File: src/nawd_pkg.sv
package nawd_pkg;

  localparam int unsigned ID_W       = 8;
  localparam int unsigned OP_W       = 2;
  localparam int unsigned TIMER_W    = 32;
  localparam int unsigned IN_DATA_W  = 16;
  localparam int unsigned OUT_DATA_W = 16;
  localparam int unsigned CFG_ADDR_W = 1;
  localparam int unsigned CFG_DATA_W = 32;

  localparam logic [OP_W-1:0] OP_TICK   = 2'd0;
  localparam logic [OP_W-1:0] OP_ARM    = 2'd1;
  localparam logic [OP_W-1:0] OP_DISARM = 2'd2;

  localparam logic [CFG_ADDR_W-1:0] REG_ENABLED       = 1'd0;
  localparam logic [CFG_ADDR_W-1:0] REG_TIMEOUT_TICKS = 1'd1;

  // command into the owner stack, qualified by accept and enable
  typedef struct packed {
    logic            arm;
    logic            disarm;
    logic [ID_W-1:0] id;
  } stk_cmd_t;

  // stack outcome of the current word
  typedef struct packed {
    logic            err;
    logic            was_empty;
    logic            now_empty;
    logic [ID_W-1:0] top_nxt;
  } stk_res_t;

  // timer controls for the current word
  typedef struct packed {
    logic tick;
    logic start;
    logic stop;
    logic busy;
  } tmr_ctl_t;

endpackage

File: src/nawd_ram.sv
module nawd_ram #(
  parameter int unsigned WIDTH = 8,
  parameter int unsigned DEPTH = 8,
  parameter int unsigned AW    = (DEPTH > 1) ? $clog2(DEPTH) : 1
) (
  input  logic             clk,
  input  logic             we,
  input  logic [AW-1:0]    waddr,
  input  logic [WIDTH-1:0] wdata,
  input  logic [AW-1:0]    raddr,
  output logic [WIDTH-1:0] rdata
);

  logic [WIDTH-1:0] mem [DEPTH];

  always_ff @(posedge clk) begin
    if (we) begin
      mem[waddr] <= wdata;
    end
    rdata <= mem[raddr];
  end

endmodule

File: src/nawd_stack.sv
module nawd_stack
  import nawd_pkg::*;
#(
  parameter int unsigned STACK_DEPTH = 8,
  parameter int unsigned LW          = $clog2(STACK_DEPTH + 1)
) (
  input  logic          clk,
  input  logic          rst_n,
  input  stk_cmd_t      cmd,
  output stk_res_t      res,
  output logic [LW-1:0] level_nxt
);

  // entries below the top live in the ram, the top lives in a register
  localparam int unsigned RAM_D = (STACK_DEPTH > 1) ? STACK_DEPTH - 1 : 1;
  localparam int unsigned AW    = (RAM_D > 1) ? $clog2(RAM_D) : 1;

  logic [LW-1:0]   level_r;
  logic [ID_W-1:0] top_r, top_nxt;
  logic            fwd_r;
  logic [ID_W-1:0] fwd_data_r;
  logic [ID_W-1:0] ram_rdata, below;
  logic            ram_we;
  logic [LW-1:0]   lvl_m1, lvl_nxt_m2;
  logic            empty, full, match, err;

  assign empty      = (level_r == '0);
  assign full       = (level_r == LW'(STACK_DEPTH));
  assign below      = fwd_r ? fwd_data_r : ram_rdata;
  assign match      = !empty && (top_r == cmd.id);
  assign lvl_m1     = level_r - LW'(1);
  assign lvl_nxt_m2 = level_nxt - LW'(2);
  assign ram_we     = cmd.arm && !empty && !full;

  always_comb begin
    level_nxt = level_r;
    top_nxt   = top_r;
    err       = 1'b0;
    if (cmd.arm) begin
      top_nxt = cmd.id;
      if (!full) begin
        level_nxt = level_r + LW'(1);
      end
    end else if (cmd.disarm) begin
      if (match) begin
        level_nxt = lvl_m1;
        top_nxt   = below;
      end else begin
        err       = 1'b1;
        level_nxt = '0;
      end
    end
  end

  always_ff @(posedge clk) begin
    if (!rst_n) begin
      level_r <= '0;
      fwd_r   <= 1'b0;
    end else begin
      level_r <= level_nxt;
      fwd_r   <= ram_we;
    end
  end

  always_ff @(posedge clk) begin
    top_r      <= top_nxt;
    fwd_data_r <= top_r;
  end

  nawd_ram #(
    .WIDTH (ID_W),
    .DEPTH (RAM_D)
  ) u_ram (
    .clk   (clk),
    .we    (ram_we),
    .waddr (lvl_m1[AW-1:0]),
    .wdata (top_r),
    .raddr (lvl_nxt_m2[AW-1:0]),
    .rdata (ram_rdata)
  );

  assign res.err       = err;
  assign res.was_empty = empty;
  assign res.now_empty = (level_nxt == '0);
  assign res.top_nxt   = top_nxt;

endmodule

File: src/nawd_timer.sv
module nawd_timer
  import nawd_pkg::*;
(
  input  logic               clk,
  input  logic               rst_n,
  input  tmr_ctl_t           ctl,
  input  logic [TIMER_W-1:0] timeout_ticks,
  output logic               fault
);

  logic               running_r, running_nxt;
  logic [TIMER_W-1:0] elapsed_r, elapsed_nxt, elapsed_inc, limit;

  assign limit       = (timeout_ticks == '0) ? TIMER_W'(1) : timeout_ticks;
  assign elapsed_inc = elapsed_r + TIMER_W'(1);

  always_comb begin
    running_nxt = running_r;
    elapsed_nxt = elapsed_r;
    fault       = 1'b0;
    if (ctl.tick && running_r) begin
      elapsed_nxt = elapsed_inc;
      if (elapsed_inc >= limit) begin
        running_nxt = 1'b0;
        fault       = ctl.busy;
      end
    end else if (ctl.start) begin
      elapsed_nxt = '0;
      running_nxt = 1'b1;
    end else if (ctl.stop) begin
      running_nxt = 1'b0;
    end
  end

  always_ff @(posedge clk) begin
    if (!rst_n) begin
      running_r <= 1'b0;
      elapsed_r <= '0;
    end else begin
      running_r <= running_nxt;
      elapsed_r <= elapsed_nxt;
    end
  end

endmodule

File: src/nested_arm_watchdog.sv
// channel  direction  word fields (lsb first)
// in_      slave      opcode[1:0] owner_id[9:2]
// out_     master     timeout_fault stack_error armed stack_level[6:3] active_owner active_valid
// cfg_     write      0 enabled, 1 timeout_ticks
//
// one word per cycle while in_tready is high; each word gives one result word, registered in the cycle after it
// stack below the top sits in a one-port-write ram, read ahead through its registered port at next level-2
// a write followed by a pop of the same entry is served from a forward register
// in_tready drops only while a result waits and out_tready is low
// synchronous active-low reset clears level, timer, enable and output valid and sets timeout_ticks to 1
module nested_arm_watchdog
  import nawd_pkg::*;
#(
  parameter int unsigned STACK_DEPTH = 8
) (
  input  logic                  clk,
  input  logic                  rst_n,
  input  logic                  in_tvalid,
  output logic                  in_tready,
  input  logic [IN_DATA_W-1:0]  in_tdata,   // opcode, owner_id
  output logic                  out_tvalid,
  input  logic                  out_tready,
  output logic [OUT_DATA_W-1:0] out_tdata,  // timeout_fault, stack_error, armed,
                                            // stack_level, active_owner, active_valid
  input  logic                  cfg_we,
  input  logic [CFG_ADDR_W-1:0] cfg_addr,
  input  logic [CFG_DATA_W-1:0] cfg_wdata
);

  localparam int unsigned LW = $clog2(STACK_DEPTH + 1);

  logic                  enabled_r;
  logic [TIMER_W-1:0]    timeout_r;
  logic                  out_valid_r;
  logic [OUT_DATA_W-1:0] out_data_r, out_data_nxt;
  logic                  accept, go;
  logic [OP_W-1:0]       opcode;
  logic [ID_W-1:0]       owner_id;
  stk_cmd_t              cmd;
  stk_res_t              res;
  tmr_ctl_t              tctl;
  logic [LW-1:0]         level_nxt;
  logic [LW+3:0]         level_ext;
  logic                  fault, nonempty;

  assign opcode   = in_tdata[OP_W-1:0];
  assign owner_id = in_tdata[OP_W+ID_W-1:OP_W];

  assign in_tready = !out_valid_r || out_tready;
  assign accept    = in_tvalid && in_tready;
  assign go        = accept && enabled_r;

  assign cmd.arm    = go && (opcode == OP_ARM);
  assign cmd.disarm = go && (opcode == OP_DISARM);
  assign cmd.id     = owner_id;

  assign tctl.tick  = go && (opcode == OP_TICK);
  assign tctl.start = cmd.arm && res.was_empty;
  assign tctl.stop  = cmd.disarm && res.now_empty;
  assign tctl.busy  = !res.was_empty;

  nawd_stack #(
    .STACK_DEPTH (STACK_DEPTH)
  ) u_stack (
    .clk       (clk),
    .rst_n     (rst_n),
    .cmd       (cmd),
    .res       (res),
    .level_nxt (level_nxt)
  );

  nawd_timer u_timer (
    .clk           (clk),
    .rst_n         (rst_n),
    .ctl           (tctl),
    .timeout_ticks (timeout_r),
    .fault         (fault)
  );

  assign nonempty  = !res.now_empty;
  assign level_ext = {4'b0, level_nxt};

  assign out_data_nxt = {nonempty,
                         nonempty ? res.top_nxt : {ID_W{1'b0}},
                         level_ext[3:0],
                         enabled_r && nonempty,
                         res.err,
                         fault};

  always_ff @(posedge clk) begin
    if (!rst_n) begin
      enabled_r   <= 1'b0;
      timeout_r   <= TIMER_W'(1);
      out_valid_r <= 1'b0;
    end else begin
      if (cfg_we) begin
        unique case (cfg_addr)
          REG_ENABLED:       enabled_r <= cfg_wdata[0];
          REG_TIMEOUT_TICKS: timeout_r <= cfg_wdata[TIMER_W-1:0];
          default:           ;
        endcase
      end
      if (accept) begin
        out_valid_r <= 1'b1;
      end else if (out_tready) begin
        out_valid_r <= 1'b0;
      end
    end
  end

  always_ff @(posedge clk) begin
    if (accept) begin
      out_data_r <= out_data_nxt;
    end
  end

  assign out_tvalid = out_valid_r;
  assign out_tdata  = out_data_r;

endmodule

File: config.mk
export PLATFORM = sky130hd
export DESIGN_NAME = nested_arm_watchdog
export DESIGN_NICKNAME = d
export VERILOG_FILES = /design/src/nawd_pkg.sv /design/src/nawd_ram.sv /design/src/nawd_stack.sv /design/src/nawd_timer.sv /design/src/nested_arm_watchdog.sv
export SDC_FILE = /design/constraint.sdc
export NUM_CORES = 1
export LEC_CHECK = 0
export BUFFER_PORTS_ARGS = -buffer_cell sky130_fd_sc_hd__buf_2
export CAP_MARGIN = 30
export CORE_ASPECT_RATIO = 0.7
export CORE_UTILIZATION = 27
export DETAILED_ROUTE_END_ITERATION = 8
export GPL_TIMING_DRIVEN = 1
export PLACE_DENSITY = 0.42
export SYNTH_ARGS = -nofsm -noshare
export SYNTH_HDL_FRONTEND = slang
export SYNTH_SLANG_ARGS = --single-unit
File: constraint.sdc
create_clock -name clk -period 4.23 [get_ports clk]
set_input_delay 0.846 -clock clk [delete_from_list [all_inputs] [get_ports clk]]
set_output_delay 0.846 -clock clk [all_outputs]
set_load 0.005 [all_outputs]
==> reports/qor.txt, run 1 <==
status -> complete, no violations
top_reg_cell synth -> dfxtp_1
PD cells -> 386 nW/µm²
Total Routed Length -> 22300 µm
Placed Cells -> 1268
sequential power share -> 50.1%
Slew headroom -> 41.3%
antenna-violating nets left -> 0
fin crit period -> 3.71 ns
Net Sw Frac -> 25.3%
initial antenna violation count -> 0
register area share after synthesis -> 50.4%
Core ar. -> 29200 µm²
post-DP HPWL -> 16000 µm
Post-Syn Nets -> 935
largest net degree at the start of global routing -> 41
most common cell after layout, fill and taps aside -> nand2_1
Combinational Power Share -> 5.5%
final setup violating endpoints -> 0
setup total negative slack -> 0 ns
gpl congestion -> 0.809
Crit path required time -> 4.41 ns
DIE HEIGHT -> 147 µm
Die X -> 209 µm
Post-Synthesis Cells -> 846
Peak VDD IR -> 0.203 mV
Sink Count -> 168
TritonCTS clock tree -> built
Post-DP Area -> 8890 µm²
deepest clock path buffer count -> 2
CP max-delay cell -> nor4_2
clk_skew -> 0.0135 ns
final hold vios -> 0
CTS Buf Count -> 17
period utilization -> 87.8%
CTS Root Cell -> clkbuf_16
fin area -> 9500 µm²
Leak -> 3.45 nW
most frequent cells in the layout -> nand2_1 (125), dfxtp_1 (96), a21oi_1 (86)
nets -> 998
first-pass GRT wire length -> 35300 µm
largest area contributor in the netlist -> edfxtp_1
EDFF count, synth -> 72
Layout Cells excl Fill -> 1300
final hold slack -> 0.461 ns
clock slew at reported path FFs -> 0.07 ns
RSZ-0062 raised after global routing -> false
# fillers -> 3000
# diodes -> 0
CP arrival -> 3.90 ns
max cap viols -> 0
Critical Path Sink Type -> flip-flop
critical path's top delay family -> simple AND/OR/NAND/NOR gates
Total GRT Usage -> 15.3%
Initial Util -> 27.7%
FP Rows -> 52
area of the multi-input gates -> 3690 µm²
I/O pin count -> 72
Clock Power Share -> 44.4%
FMAX -> 269 MHz
GR Overflow Total -> 0
Min-Delay Path Class -> reg2reg
post-synth design cell area -> 8100 µm²
CP cell instances -> nand4_1, or4_1, nor4_2, nand3_1, xnor2_1, ha_1, o21a_1, o21ai_0, a21oi_1, o21a_1, a21oi_1, nor2_1
Unique masters post-synth -> 69
Int Power -> 2.74 mW
ys async rst share -> 0%
Synth top area share -> 26.7%
WL/cell -> 17.1 µm
register bit total from synthesis -> 168
Crit path largest cell delay -> 0.55 ns
net switching power -> 0.929 mW
Bufs and invs on worst path -> 0
vias in the first global route -> 5890
kind of critical path -> reg2reg
Area contributors post-synth -> edfxtp_1 (27%), dfxtp_1 (24%), nand2_1 (5.8%)
# H-tree levels -> 4
die footprint -> 30700 µm²
area grow syn2layout -> 17.3%
Worst Setup Start Kind -> flip-flop
warnings from Yosys -> 0
initial drt markers -> 429
PortBufs -> 65
Worst-Skew Late Latency -> 0.44 ns
Final Max Tran Viols -> 0
layout cells sized above 1 -> 16.5%
Worst Path Max Fanout -> 6
Tightest Pin Transition -> 0.876 ns
final worst slack -> 0.515 ns
1st-pass router iterations -> 5
DRC viols -> 0
CTS Hold Bufs -> 0
pre-CTS WS -> 0.436 ns
syn_area_per_cell -> 9.58 µm²
vias per cell -> 4.76
vias post-DR -> 6187
Reg area -> 4080 µm²
[flip-flops by register name, summed over array words and instances (netlist names)]
register             count
u_stack.fwd_data_r       8
u_stack.level_r          4
timeout_r               32
u_stack.u_ram.mem       56
u_timer.running_r        1
u_stack.fwd_r            1
out_tvalid               1
out_tdata               16
enabled_r                1
u_stack.top_r            8
u_timer.elapsed_r       32
u_stack.u_ram.rdata      8
[power by group through the flow]
stage,clock network [mW],registers (mW),logic [mW]
after floorplan,0,1.84,0.123
after global placement,0,1.87,0.202
after detailed placement,0,1.87,0.203
after CTS,1.68,1.84,0.204
after global routing,1.74,1.85,0.230
final,1.63,1.84,0.201
[cells in the mapped netlist (all sizes together) (4+ instances only)]
master  number
nand2      126
dfxtp       96
a21oi       86
edfxtp      72
nor2        51
inv         43
o21ai       42
ha          35
nand4       29
clkbuf      28
xnor2       27
nor3        25
nand3       24
nor4        15
and2        14
and3        14
buf         13
mux2i       13
a22oi       12
xor2        11
nand3b       9
or3          6
a21o         5
nand2b       5
nor2b        4
o21a         4
[repair_timing]
action,in CTS,in global routing
buffers inserted,0,0
setup endpoints to repair,0,2
gates resized for setup,0,1
[metrics by stage]
step,utilization (%),power [mW]
floorplan,-,1.96
finish,32.5,3.67
global route,32.5,3.82
global placement,30.4,2.08
detailed placement,30.4,2.08
CTS,32.5,3.72
[worst min-delay path: stages, from the launching register on]
cell and delay (ns):
edfxtp_1 0.32, nand2_1 0.04, nand4_1 0.06
[final timing paths]
kind                                start                     end  slack, ns  depth (start not counted)
setup / recovery     u_timer.elapsed_r[3]            out_tdata[0]       0.52                         12
hold / removal    u_stack.u_ram.mem[2][3]  u_stack.u_ram.rdata[3]       0.46                          2
setup reg to reg     u_timer.elapsed_r[3]            out_tdata[0]       0.52                         12
hold reg to reg   u_stack.u_ram.mem[2][3]  u_stack.u_ram.rdata[3]       0.46                          2
[cell type report]
cell class	count	area share, %
Tap cell	378	4.98
Inverter	44	1.74
Clock inverter	15	1.94
Clock buffer	17	4.48
Sequential cell	168	43.0
Multi-Input combinational cell	593	38.8
Timing Repair Buffer	85	5.08
[kinds of logic after synthesis]
logic type | share of synthesized area (%)
compound gates | 12.7
xor+xnor | 4.11
fa+ha+maj | 5.40
buf+inv | 4.43
flops | 50.4
mux | 1.93
simple gates | 21.0
[metal layers]
metal | share of wire [%] | up-vias | GRT usage [%]
met5 | 0 | - | 0
met4 | 0.94 | 0 | 4.15
met3 | 4.2 | 13 | 2.95
met2 | 37 | 112 | 19.9
met1 | 58 | 2916 | 24.7
li1 | - | 3146 | -
Note: power is estimated with default switching activity, not from simulation.
==> run 2, diff against run 1 <==
--- a/config.mk
+++ b/config.mk
@@ -5,13 +5,14 @@
 export SDC_FILE = /design/constraint.sdc
 export NUM_CORES = 1
 export LEC_CHECK = 0
+export ABC_AREA = 1
 export BUFFER_PORTS_ARGS = -buffer_cell sky130_fd_sc_hd__buf_2
 export CAP_MARGIN = 30
 export CORE_ASPECT_RATIO = 0.7
-export CORE_UTILIZATION = 27
+export CORE_UTILIZATION = 40
 export DETAILED_ROUTE_END_ITERATION = 8
 export GPL_TIMING_DRIVEN = 1
-export PLACE_DENSITY = 0.42
+export PLACE_DENSITY = 0.57
 export SYNTH_ARGS = -nofsm -noshare
 export SYNTH_HDL_FRONTEND = slang
 export SYNTH_SLANG_ARGS = --single-unit
==> reports/qor.txt, run 2 <==
Pwr Total -> 3.62 mW
grt peak-use layer -> met1
deepest clock path buffer count -> 2
# H-tree levels -> 4
setup total negative slack -> 0 ns
PD cells -> 388 nW/µm²
Post-Synthesis Cells -> 1005
CP max-delay cell -> dfxtp_1
fin area -> 9340 µm²
max FFs per register -> 56
FF-to-FF path depth -> 18
vias in the first global route -> 5863
Setup Fix Bufs, Post-CTS -> 0
Total Routed Length -> 20300 µm
Min-Delay Path Class -> reg2reg
CTS Root Cell -> clkbuf_16
vias post-DR -> 6635
top flop regs -> u_stack.u_ram.mem x56, timeout_r x32, u_timer.elapsed_r x32
register area share after synthesis -> 49.9%
Leak -> 3.87 nW
GR Util met3 -> 4.15%
most frequent cells in the layout -> nand2_1 (291), inv_1 (121), dfxtp_1 (96)
post-synth design cell area -> 8190 µm²
largest area contributor in the netlist -> edfxtp_1
# diodes -> 0
FMAX -> 296 MHz
warnings from Yosys -> 0
vias per cell -> 4.91
Worst Path Max Fanout -> 7
CP cell instances -> nand3_2, nor3_2, inv_2, nor2_2, inv_2, nor2_1, nand2_1, xor2_1, inv_2, ha_1, nand2_1, nor2_1, nand4_1, nor2_1, nand4_1, nand3_1, nand2_1, a21oi_1
EDFF count, synth -> 72
CTS Hold Bufs -> 0
Crit path required time -> 4.51 ns
worst hold path depth -> 2
Tightest Pin Transition -> 0.961 ns
clk_skew -> 0.0111 ns
largest reg by FF count -> u_stack.u_ram.mem
first-pass GRT wire length -> 32200 µm
Critical Path Sink Type -> flip-flop
fin crit period -> 3.38 ns
Bufs and invs on worst path -> 3
RSZ-0062 raised after global routing -> false
ys async rst share -> 0%
initial antenna violation count -> 0
Final Max Tran Viols -> 0
max cap viols -> 0
clock slew at reported path FFs -> 0.06 ns
I/O pin count -> 72
most common cell in the netlist -> nand2_1
status -> complete, no violations
1st-pass router iterations -> 5
Initial Util -> 41.1%
gpl congestion -> 0.885
met1 usage -> 33.0%
final hold vios -> 0
M2 GR Usage -> 24.8%
DIE HEIGHT -> 122 µm
Post-DP Area -> 8770 µm²
Sink Count -> 168
area grow syn2layout -> 14.0%
area of the multi-input gates -> 3470 µm²
WL/cell -> 15.0 µm
Slew headroom -> 35.7%
TritonCTS clock tree -> built
largest net degree at the start of global routing -> 64
Peak VDD IR -> 0.193 mV
Post-Syn Nets -> 1094
Reg area -> 4080 µm²
DRC viols -> 0
CP arrival -> 3.66 ns
die footprint -> 21100 µm²
period utilization -> 80.0%
final setup violating endpoints -> 0
GR Overflow Total -> 0
Total GRT Usage -> 20.0%
kind of critical path -> reg2reg
Area contributors post-synth -> edfxtp_1 (26%), dfxtp_1 (23%), nand2_1 (13%)
Worst Setup Start Kind -> flip-flop
antenna-violating nets left -> 0
# fillers -> 1992
Crit path depth -> 18
initial drt markers -> 622
CTS Buf Count -> 17
Crit path largest cell delay -> 0.57 ns
Die X -> 173 µm
PortBufs -> 65
post-DP HPWL -> 14900 µm
Synth top area share -> 26.4%
Unique masters post-synth -> 35
register bit total from synthesis -> 168
syn_area_per_cell -> 8.15 µm²
FP Rows -> 43
top_reg_cell synth -> dfxtp_1
Worst-Skew Late Latency -> 0.43 ns
critical path's top delay family -> simple AND/OR/NAND/NOR gates
most common cell after layout, fill and taps aside -> nand2_1
layout cells sized above 1 -> 11.9%
Core ar. -> 19900 µm²
nets -> 1156
Resize count post-CTS -> 0
synth cell count leaders -> nand2_1 (292), inv_1 (121), dfxtp_1 (96), a21oi_1 (88), edfxtp_1 (72)
==> run 2: path summary, 6_finish.rpt <==
check	from	endpoint	slack (ns)
setup / recovery	u_timer.elapsed_r[0]	out_tdata[0]	0.85
hold / removal	u_timer.running_r	u_timer.running_r	0.47
setup reg to reg	u_timer.elapsed_r[0]	out_tdata[0]	0.85
hold reg to reg	u_timer.running_r	u_timer.running_r	0.47
==> run 2: through the flow <==
stage	setup WS [ns]	hold slack [ns]	util, %	std cells
5_1_grt	0.500	0.493	46.9	1350
3_5_place_dp	0.941	0.460	44.1	1318
4_1_cts	0.903	0.469	46.9	1350
2_1_floorplan	1.19	0.427	-	1005
3_3_place_gp	0.973	0.450	44.1	1318
6_report	0.846	0.470	46.9	1350
==> run 2: metal layers <==
layer | up-vias | wire [µm]
li1 | 3413 | -
met4 | 0 | 140
met3 | 12 | 1110
met5 | - | 0
met2 | 163 | 7240
met1 | 3047 | 11800
==> run 2: logic make-up after synthesis <==
group / after synthesis / synth area share (%)
fa+ha+maj: 35 / 5.35
simple gates: 442 / 22.7
compound gates: 165 / 10.6
buf+inv: 162 / 7.88
flops: 168 / 49.9
xor+xnor: 33 / 3.53
==> run 2: report_power, final <==
part | total, mW | switching, mW | internal (mW)
Combinational | 0.253 | 0.156 | 0.0977
Sequential | 1.87 | 0.0770 | 1.80
Clock | 1.50 | 0.674 | 0.821
==> run 2: cell type report <==
cell class	count	area share [%]
clock buffers	17	4.55
flip-flops and latches	168	43.7
clock inverters	15	1.50
well taps	270	3.62
multi-input cells	675	37.2
inverters	132	5.30
repair buffers	73	4.13
==> run 2: worst reg2reg max path, cell delays in order, from the launching register on <==
cell and delay (ns):
dfxtp_1 0.57, nand3_2 0.23, nor3_2 0.33, inv_2 0.07, nor2_2 0.14, inv_2 0.06, nor2_1 0.22, nand2_1 0.15
xor2_1 0.19, inv_2 0.06, ha_1 0.29, nand2_1 0.07, nor2_1 0.14, nand4_1 0.13, nor2_1 0.16, nand4_1 0.10
nand3_1 0.12, nand2_1 0.08, a21oi_1 0.13
